$ cat config.mk
export PLATFORM = sky130hd
export DESIGN_NAME = tdoa_jacobian_rows_top
export DESIGN_NICKNAME = d
export VERILOG_FILES = /design/src/sv/tjr_pkg.sv /design/src/sv/tdoa_jacobian_rows_top.sv /design/src/sv/tjr_unitvec.sv
export SDC_FILE = /design/constraint.sdc
export NUM_CORES = 2
export LEC_CHECK = 0
export ABC_AREA = 1
export BUFFER_PORTS_ARGS = -buffer_cell sky130_fd_sc_hd__buf_4
export CAP_MARGIN = 20
export CORE_MARGIN = 3
export CORE_UTILIZATION = 29
export CTS_BUF_LIST = sky130_fd_sc_hd__clkbuf_2
export DETAILED_ROUTE_END_ITERATION = 6
export GPL_ROUTABILITY_DRIVEN = 0
export HOLD_SLACK_MARGIN = 0.05
export PLACE_DENSITY = 0.54
export SLEW_MARGIN = 10
export SYNTH_ARGS = -nofsm -noshare
export SYNTH_HDL_FRONTEND = slang
export SYNTH_SLANG_ARGS = --single-unit
$ cat constraint.sdc
create_clock -name clk -period 17.9 [get_ports clk]
set_input_delay 3.58 -clock clk [delete_from_list [all_inputs] [get_ports clk]]
set_output_delay 3.58 -clock clk [all_outputs]
set_load 0.03 [all_outputs]
$ cat src/sv/tjr_pkg.sv
// Package for the TDoA Jacobian row block: item structs, state encodings and
// shared constants. No dependencies.
`default_nettype none
package tjr_pkg;

  localparam int TOWER_SLOTS_DEF = 4;
  localparam int COORD_BITS_DEF  = 32;
  localparam int FRAC_BITS       = 29;

  localparam logic FUNC_LOAD    = 1'b0;
  localparam logic FUNC_COMPUTE = 1'b1;

  // One input item
  typedef struct packed {
    logic               func;
    logic [2:0]         tower_index;
    logic signed [31:0] pos_x;
    logic signed [31:0] pos_y;
    logic signed [31:0] pos_z;
  } cmd_t;

  // One result item
  typedef struct packed {
    logic [4:0]         row_index;
    logic signed [31:0] grad_x;
    logic signed [31:0] grad_y;
    logic signed [31:0] grad_z;
    logic               zero_range;
    logic               last;
  } row_t;

  // Unit vector engine result, valid while done is high
  typedef struct packed {
    logic               done;
    logic               zero;
    logic signed [31:0] ux;
    logic signed [31:0] uy;
    logic signed [31:0] uz;
  } uv_res_t;

  typedef enum logic [2:0] {
    UV_IDLE, UV_NORM, UV_SQR, UV_SQRT, UV_DIV_LOAD, UV_DIV, UV_DONE
  } uv_state_t;

  typedef enum logic [2:0] {
    T_IDLE, T_START, T_WAIT, T_ROWA, T_ROWB, T_HOLD
  } top_state_t;

endpackage
`default_nettype wire

$ cat src/sv/tdoa_jacobian_rows_top.sv
// TDoA Jacobian row block top level: tower store, per-tower sequencing and
// row output register. Depends on tjr_pkg and tjr_unitvec.
// A load item (func 0) writes one in-range tower slot and gives no row.
// A compute item (func 1) runs the bit-serial unit vector engine once per
// tower, then emits one row per tower pair i<j in order i outer, j inner,
// with last set on the final row. Per tower the engine does setup and
// hand-over, normalising shifts (one bit per cycle), shift-add squaring,
// square root and division, or only setup and hand-over when the position
// coincides with the tower. Each row is held on the output until it is
// taken. The input is stalled for the whole of a compute item. A row whose
// position coincides with either tower has zero_range set and zero entries.
`default_nettype none
module tdoa_jacobian_rows_top
  import tjr_pkg::*;
#(
  parameter int TOWER_SLOTS = TOWER_SLOTS_DEF,
  parameter int COORD_BITS  = COORD_BITS_DEF
) (
  input  wire logic clk,
  input  wire logic rst,
  input  wire logic cmd_valid,
  output logic      cmd_stall,
  input  cmd_t      cmd,
  output logic      row_valid,
  input  wire logic row_stall,
  output row_t      row
);

  localparam int CW   = (COORD_BITS < 32) ? COORD_BITS : 32;
  localparam int MW   = CW + 1;
  localparam int TW   = $clog2(TOWER_SLOTS);
  localparam int ROWS = TOWER_SLOTS * (TOWER_SLOTS - 1) / 2;

  top_state_t state, state_next;

  logic signed [CW-1:0] tx [TOWER_SLOTS];
  logic signed [CW-1:0] ty [TOWER_SLOTS];
  logic signed [CW-1:0] tz [TOWER_SLOTS];
  logic signed [CW-1:0] px, py, pz;

  logic signed [31:0] ux [TOWER_SLOTS];
  logic signed [31:0] uy [TOWER_SLOTS];
  logic signed [31:0] uz [TOWER_SLOTS];
  logic [TOWER_SLOTS-1:0] zr;

  logic [TW-1:0] t, i, j, rd;
  logic [4:0]    k;
  logic signed [31:0] uix, uiy, uiz;
  logic          zi, zrow, row_last;
  logic          uv_start, accept;
  logic signed [MW-1:0] dx, dy, dz;
  uv_res_t       uv_res;

  assign accept = cmd_valid && !cmd_stall;

  // tower store, written by load items
  always_ff @(posedge clk) begin
    if (accept && cmd.func == FUNC_LOAD && {1'b0, cmd.tower_index} < 4'(TOWER_SLOTS)) begin
      tx[cmd.tower_index[TW-1:0]] <= cmd.pos_x[CW-1:0];
      ty[cmd.tower_index[TW-1:0]] <= cmd.pos_y[CW-1:0];
      tz[cmd.tower_index[TW-1:0]] <= cmd.pos_z[CW-1:0];
    end
  end

  // difference from position to current tower
  assign dx = MW'(tx[t]) - MW'(px);
  assign dy = MW'(ty[t]) - MW'(py);
  assign dz = MW'(tz[t]) - MW'(pz);

  tjr_unitvec #(.MAG_BITS(MW)) u_uv (
    .clk   (clk),
    .rst   (rst),
    .start (uv_start),
    .dx    (dx),
    .dy    (dy),
    .dz    (dz),
    .res   (uv_res)
  );

  assign rd       = (state == T_ROWA) ? i : j;
  assign zrow     = zi || zr[rd];
  assign row_last = (k == 5'(ROWS - 1));

  // state register
  always_ff @(posedge clk) begin
    if (rst) begin
      state <= T_IDLE;
    end else begin
      state <= state_next;
    end
  end

  // next state and handshake
  always_comb begin
    state_next = state;
    cmd_stall  = (state != T_IDLE);
    uv_start   = (state == T_START);
    unique case (state)
      T_IDLE:  if (accept && cmd.func == FUNC_COMPUTE) state_next = T_START;
      T_START: state_next = T_WAIT;
      T_WAIT: begin
        if (uv_res.done) state_next = (t == TW'(TOWER_SLOTS - 1)) ? T_ROWA : T_START;
      end
      T_ROWA:  state_next = T_ROWB;
      T_ROWB:  state_next = T_HOLD;
      T_HOLD: begin
        if (!row_stall) state_next = row.last ? T_IDLE : T_ROWA;
      end
      default: state_next = T_IDLE;
    endcase
  end

  // control counters and output register
  always_ff @(posedge clk) begin
    if (rst) begin
      row_valid <= 1'b0;
      t <= '0;
      i <= '0;
      j <= '0;
      k <= '0;
    end else begin
      case (state)
        T_IDLE: begin
          if (accept && cmd.func == FUNC_COMPUTE) begin
            t <= '0;
            i <= '0;
            j <= TW'(1);
            k <= '0;
          end
        end
        T_WAIT: begin
          if (uv_res.done) t <= t + TW'(1);
        end
        T_ROWB: row_valid <= 1'b1;
        T_HOLD: begin
          if (!row_stall) begin
            row_valid <= 1'b0;
            k <= k + 5'd1;
            if (j == TW'(TOWER_SLOTS - 1)) begin
              i <= i + TW'(1);
              j <= i + TW'(2);
            end else begin
              j <= j + TW'(1);
            end
          end
        end
        default: ;
      endcase
    end
  end

  // payload registers
  always_ff @(posedge clk) begin
    if (accept) begin
      px <= cmd.pos_x[CW-1:0];
      py <= cmd.pos_y[CW-1:0];
      pz <= cmd.pos_z[CW-1:0];
    end
    if (state == T_WAIT && uv_res.done) begin
      ux[t] <= uv_res.ux;
      uy[t] <= uv_res.uy;
      uz[t] <= uv_res.uz;
      zr[t] <= uv_res.zero;
    end
    if (state == T_ROWA) begin
      uix <= ux[rd];
      uiy <= uy[rd];
      uiz <= uz[rd];
      zi  <= zr[rd];
    end
    if (state == T_ROWB) begin
      row.row_index  <= k;
      row.grad_x     <= zrow ? '0 : uix - ux[rd];
      row.grad_y     <= zrow ? '0 : uiy - uy[rd];
      row.grad_z     <= zrow ? '0 : uiz - uz[rd];
      row.zero_range <= zrow;
      row.last       <= row_last;
    end
  end

  // a zero-range row carries zero entries
  a_zero_row: assert property (@(posedge clk) disable iff (rst)
    row_valid && row.zero_range |-> row.grad_x == 0 && row.grad_y == 0 && row.grad_z == 0)
    else $error("zero-range row with non-zero entries");

  // engine results arrive only while the sequencer waits for them
  a_uv_done: assert property (@(posedge clk) disable iff (rst)
    uv_res.done |-> state == T_WAIT)
    else $error("unit vector result outside wait state");

  // after the final row the block is idle again
  a_last_idle: assert property (@(posedge clk) disable iff (rst)
    row_valid && !row_stall && row.last |=> !row_valid && !cmd_stall)
    else $error("block not idle after final row");

endmodule
`default_nettype wire

$ cat src/sv/tjr_unitvec.sv
// Bit-serial unit vector engine: normalising shifter, shift-add squarer,
// restoring square root and restoring divider. Depends on tjr_pkg.
`default_nettype none
module tjr_unitvec
  import tjr_pkg::*;
#(
  parameter int MAG_BITS = COORD_BITS_DEF + 1
) (
  input  wire logic                       clk,
  input  wire logic                       rst,
  input  wire logic                       start,
  input  wire logic signed [MAG_BITS-1:0] dx,
  input  wire logic signed [MAG_BITS-1:0] dy,
  input  wire logic signed [MAG_BITS-1:0] dz,
  output uv_res_t                         res
);

  localparam int NW = (MAG_BITS > 31) ? MAG_BITS : 31;

  uv_state_t state, state_next;

  logic signed [MAG_BITS-1:0] din [3];
  logic [NW-1:0] mag_in [3];
  logic [NW-1:0] mag [3];
  logic [2:0]    neg;
  logic [1:0]    comp;
  logic [5:0]    cnt;
  logic          zero;
  logic [NW-1:0] m01, mmax;
  logic          all_zero;

  // squarer
  logic [61:0] mcand;
  logic [30:0] mplr;
  logic [63:0] acc;
  logic [30:0] mag_nxt;

  // square root
  logic [63:0] sqv;
  logic [31:0] root;
  logic [35:0] rem, rem_sh, trial;

  // divider
  logic [60:0] num;
  logic [31:0] drem;
  logic [30:0] dnum, quot;
  logic [32:0] dt, dsub;
  logic        qbit;
  logic [30:0] qfin;
  logic signed [31:0] u [3];

  assign din[0] = dx;
  assign din[1] = dy;
  assign din[2] = dz;

  // magnitudes of the incoming differences
  always_comb begin
    for (int c = 0; c < 3; c++) begin
      mag_in[c] = din[c][MAG_BITS-1] ? NW'($unsigned(-din[c])) : NW'($unsigned(din[c]));
    end
  end
  assign all_zero = (mag_in[0] == '0) && (mag_in[1] == '0) && (mag_in[2] == '0);

  // largest magnitude for normalising
  assign m01  = (mag[0] > mag[1]) ? mag[0] : mag[1];
  assign mmax = (m01 > mag[2]) ? m01 : mag[2];

  assign mag_nxt = (comp == 2'd0) ? mag[1][30:0] : mag[2][30:0];

  // root step
  assign rem_sh = {rem[33:0], sqv[63:62]};
  assign trial  = {2'b00, root, 2'b01};

  // divide step
  assign num  = {1'b0, mag[comp][30:0], {FRAC_BITS{1'b0}}} + 61'(root[31:1]);
  assign dt   = {drem, dnum[30]};
  assign dsub = dt - {1'b0, root};
  assign qbit = (dt >= {1'b0, root});
  assign qfin = {quot[29:0], qbit};

  // state register
  always_ff @(posedge clk) begin
    if (rst) begin
      state <= UV_IDLE;
    end else begin
      state <= state_next;
    end
  end

  // next state
  always_comb begin
    state_next = state;
    unique case (state)
      UV_IDLE:     if (start) state_next = all_zero ? UV_DONE : UV_NORM;
      UV_NORM:     if (((mmax >> 31) == '0) && mmax[30]) state_next = UV_SQR;
      UV_SQR:      if (cnt == 6'd30 && comp == 2'd2) state_next = UV_SQRT;
      UV_SQRT:     if (cnt == 6'd31) state_next = UV_DIV_LOAD;
      UV_DIV_LOAD: state_next = UV_DIV;
      UV_DIV: begin
        if (cnt == 6'd30) state_next = (comp == 2'd2) ? UV_DONE : UV_DIV_LOAD;
      end
      UV_DONE:     state_next = UV_IDLE;
      default:     state_next = UV_IDLE;
    endcase
  end

  // datapath
  always_ff @(posedge clk) begin
    case (state)
      UV_IDLE: begin
        if (start) begin
          for (int c = 0; c < 3; c++) begin
            mag[c] <= mag_in[c];
            neg[c] <= din[c][MAG_BITS-1];
            u[c]   <= '0;
          end
          zero <= all_zero;
        end
      end
      UV_NORM: begin
        if ((mmax >> 31) != '0) begin
          for (int c = 0; c < 3; c++) mag[c] <= mag[c] >> 1;
        end else if (!mmax[30]) begin
          for (int c = 0; c < 3; c++) mag[c] <= mag[c] << 1;
        end else begin
          comp  <= 2'd0;
          cnt   <= '0;
          acc   <= '0;
          mcand <= 62'(mag[0][30:0]);
          mplr  <= mag[0][30:0];
        end
      end
      UV_SQR: begin
        if (mplr[0]) acc <= acc + 64'(mcand);
        if (cnt == 6'd30) begin
          cnt <= '0;
          if (comp == 2'd2) begin
            sqv  <= mplr[0] ? acc + 64'(mcand) : acc;
            root <= '0;
            rem  <= '0;
            comp <= 2'd0;
          end else begin
            comp  <= comp + 2'd1;
            mcand <= 62'(mag_nxt);
            mplr  <= mag_nxt;
          end
        end else begin
          cnt   <= cnt + 6'd1;
          mcand <= mcand << 1;
          mplr  <= mplr >> 1;
        end
      end
      UV_SQRT: begin
        if (rem_sh >= trial) begin
          rem  <= rem_sh - trial;
          root <= {root[30:0], 1'b1};
        end else begin
          rem  <= rem_sh;
          root <= {root[30:0], 1'b0};
        end
        sqv <= sqv << 2;
        cnt <= (cnt == 6'd31) ? '0 : cnt + 6'd1;
      end
      UV_DIV_LOAD: begin
        drem <= 32'(num[60:31]);
        dnum <= num[30:0];
        quot <= '0;
        cnt  <= '0;
      end
      UV_DIV: begin
        drem <= qbit ? dsub[31:0] : dt[31:0];
        dnum <= dnum << 1;
        quot <= qfin;
        cnt  <= cnt + 6'd1;
        if (cnt == 6'd30) begin
          u[comp] <= neg[comp] ? -$signed(32'(qfin)) : $signed(32'(qfin));
          if (comp != 2'd2) comp <= comp + 2'd1;
        end
      end
      default: ;
    endcase
  end

  assign res.done = (state == UV_DONE);
  assign res.zero = zero;
  assign res.ux   = u[0];
  assign res.uy   = u[1];
  assign res.uz   = u[2];

endmodule
`default_nettype wire

==> impl_metrics.py <==
metrics = {
    "outcome": {
        "status": "complete, but fails checks",
        "violations": "DRC",
    },
    "clock_tree": {
        "numCtsBuffers": 442,
        "cts_setup_buffers": 0,
        "clock_sinks": 1677,
        "clk_pin_slew_worst_paths_ns": 0.12,
        "clk_path_buf_depth": 4,
        "clk_latency_ns": 1.77,
        "post_cts_resized": 0,
        "htreeDepth": 5,
        "cts-root-buf": "clkbuf_2",
        "cts_tree": "done",
        "cts_hold_buffers": 0,
    },
    "drt": {
        "drt.antenna.violating_nets": 0,
        "wl_per_cell_um": 17.4,
        "first_pass_iters": 7,
        "drc": 4,
        "dr_total_vias": 71500,
        "routed_wl_um": 260000,
        "drt_iter0_drc": 5448,
        "via_per_inst": 4.79,
    },
    "logic_synthesis": {
        "yosysTopAreaCellShare_pct": 54.0,
        "synthArstFlopShare_pct": 0,
        "ys_types": 76,
        "synth_edf_count": 1655,
        "netlist_area_um2": 92000,
        "synth_nets": 10600,
        "ys.flop_type": "edfxtp_1",
        "netlist_instances": 10000,
        "ys_seq_elements": 1677,
        "syn_avg_cell_area_um2": 9.17,
        "yosysSeqAreaShare_pct": 54.5,
        "synth_area_leaders": "edfxtp_1, nand2_1, ha_1",
        "synth_top_area_cell": "edfxtp_1",
        "yosysWarnings": 0,
    },
    "sta": {
        "hold_viol_final": 0,
        "fin_crit_sh_pct": 41.5,
        "fin_hold_ws_ns": 0.455,
        "final.setup.tns_ns": 0,
        "rsz0062_at_grt": "no",
        "slew_violations": 0,
        "fmax_mhz": 135,
        "worst_clock_skew_ns": 0.258,
        "slew_headroom_pct": 27.5,
        "tightestPinTransition_ns": 1.08,
        "setup_ws_ns": 10.47,
        "setup_violations": 0,
        "period_minus_slack_ns": 7.43,
    },
    "floorplan": {
        "num_io_pins": 209,
        "die_h_um": 569,
        "die_w_um": 569,
        "coreArea_um2": 315000,
        "dieArea_um2": 324000,
        "initial_core_util_pct": 29.2,
        "num_rows": 206,
    },
    "layout": {
        "design_area_um2": 102000,
        "area_growth_pct": 11.2,
        "drive_gt1_share_pct": 11.1,
        "final_common_cell": "nand2_1",
        "most-common-layout-cells": "nand2_1, edfxtp_1, inv_1",
        "layout.nets": 11000,
        "fillers": 33300,
    },
    "critical_path": {
        "slowest_stage": "buf_4",
        "cp-start-kind": "flip-flop",
        "worstPathArrival_ns": 8.71,
        "critPathMaxStageDelay_ns": 0.64,
        "crit_path_end_kind": "flip-flop",
        "reg2reg_depth": 32,
        "path_max_fanout": 63,
        "worstPathRequired_ns": 19.18,
        "criticalPathCategory": "flip-flop to flip-flop",
        "cpMostUsedCell": "nand2_1",
        "reg2reg_to": "u_uv.mag[0][4]$_DFFE_PP_",
        "rrSetupSlack_ns": 10.47,
        "r2r_start": "u_uv.mag[0][16]$_DFFE_PP_",
    },
    "grt": {
        "grt_overflow": 0,
        "first_global_vias": 68500,
        "grt_antenna_before_repair": 10,
        "grt_pass1_wl_um": 399000,
        "grt_max_degree": 133,
        "grt_use_total_pct": 15.5,
    },
    "placed_design": {
        "dp_hpwl_um": 183000,
        "pre_cts_slack_ns": 10.59,
        "io_buffers": 208,
        "placedInstanceArea_um2": 98200,
    },
    "job": {
        "drv_cap": 0,
    },
    "power": {
        "p_leak_nw": 41.8,
        "ir_drop_mv": 0.104,
        "power_density_nw_per_um2": 133,
        "power.total_w": 0.0136,
    },
    "hold_path": {
        "whs_endpoint": "ux[0][10]$_DFFE_PP_",
        "holdPathStages": 0,
        "worstHoldPathType": "flip-flop to flip-flop",
        "hold_start": "u_uv.u[0][10]$_SDFFCE_PN0P_",
    },
}
-- per-stage QoR --
stage,utilization [%],std cells
CTS,32.4,14900
global placement,31.1,14200
detailed placement,31.1,14200
finish,32.4,14900
global route,32.4,14900
floorplan,-,10000
-- kinds of logic after synthesis --
family,after synthesis,synth area share [%]
xor gates and xnor gates,186,1.80
buffers and inverters,1562,6.53
AOI/OAI and AO/OA,2033,12.7
and+or+nand+nor,4160,18.7
DFF,1677,54.5
muxes,1,0.0109
adders and majority gates,414,5.70
-- report_power, final --
| group | internal, W | switching [W] |
|---|---|---|
| clock | 0.00107 | 0.00163 |
| combinational | 0.00161 | 0.00383 |
| sequential | 0.00513 | 0.000287 |
-- worst max-delay path by stage --
stage,from,end,slack [ns]
2_1_floorplan,cmd_valid,tx[2][0]$_DFFE_PP_,2.34
3_3_place_gp,u_uv.mag[0][16]$_DFFE_PP_,u_uv.mag[2][19]$_DFFE_PP_,10.56
3_5_place_dp,cmd_valid,tz[0][10]$_DFFE_PP_,10.59
4_1_cts,u_uv.mag[0][16]$_DFFE_PP_,u_uv.mag[2][7]$_DFFE_PP_,10.55
5_1_grt,u_uv.mag[0][28]$_DFFE_PP_,u_uv.mag[2][7]$_DFFE_PP_,9.82
6_report,u_uv.mag[0][16]$_DFFE_PP_,u_uv.mag[0][4]$_DFFE_PP_,10.47
-- worst max-delay path: cells and delay by family (launching register included) --
kind	cells	cell delay [ns]
DFF	1	0.50
AOI/OAI and AO/OA	5	0.76
adders and majority gates	2	0.66
and+or+nand+nor	20	2.80
buffers and inverters	5	2.19
-- state kept, by name, summed over array words and instances (netlist names), 32 cells and up, named ones only --
register	cells
row	103
uz	128
u_uv.acc	64
uy	128
ty	128
u_uv.mcand	62
u_uv.u	96
tz	128
uix	32
uiz	32
uiy	32
u_uv.sqv	64
u_uv.rem	34
pz	32
ux	128
u_uv.root	32
px	32
u_uv.mag	99
u_uv.drem	32
tx	128
py	32
-- final cells by class --
type | instances | area [um^2] | share of cell area, %
sequential | 1677 | 50100 | 49.0
multi-input combinational | 6794 | 36000 | 35.2
tap | 4160 | 5200 | 5.09
inverter | 1242 | 4680 | 4.57
clock buffer | 632 | 3160 | 3.09
timing repair buffer | 288 | 2220 | 2.17
clock inverter | 134 | 808 | 0.790
antenna | 3 | 7.51 | 0.00734
-- cell usage after synthesis (all sizes together), types with 22 or more instances --
library cell and n:
ha 405, inv 1237, o21ai 794, nand4 94, xor2 112, edfxtp 1655, o21bai 24, nand2 2428
nand3 435, xnor2 74, o211ai 140, buf 89, nor2 1049, nand3b 31, dfxtp 22, o21a 49
o2111ai 29, a32oi 91, o22ai 109, clkbuf 231, a31oi 67, nor3 72, a21oi 647
-- metal layers --
metal	vias up	share of wire [%]	GRT usage (%)
met5	-	0.021	0
met1	33600	45	20.5
li1	35500	-	-
met2	1905	46	25.5
met3	491	5.3	2.66
met4	8	3.2	5.46
(Power assumes the default switching activity.)
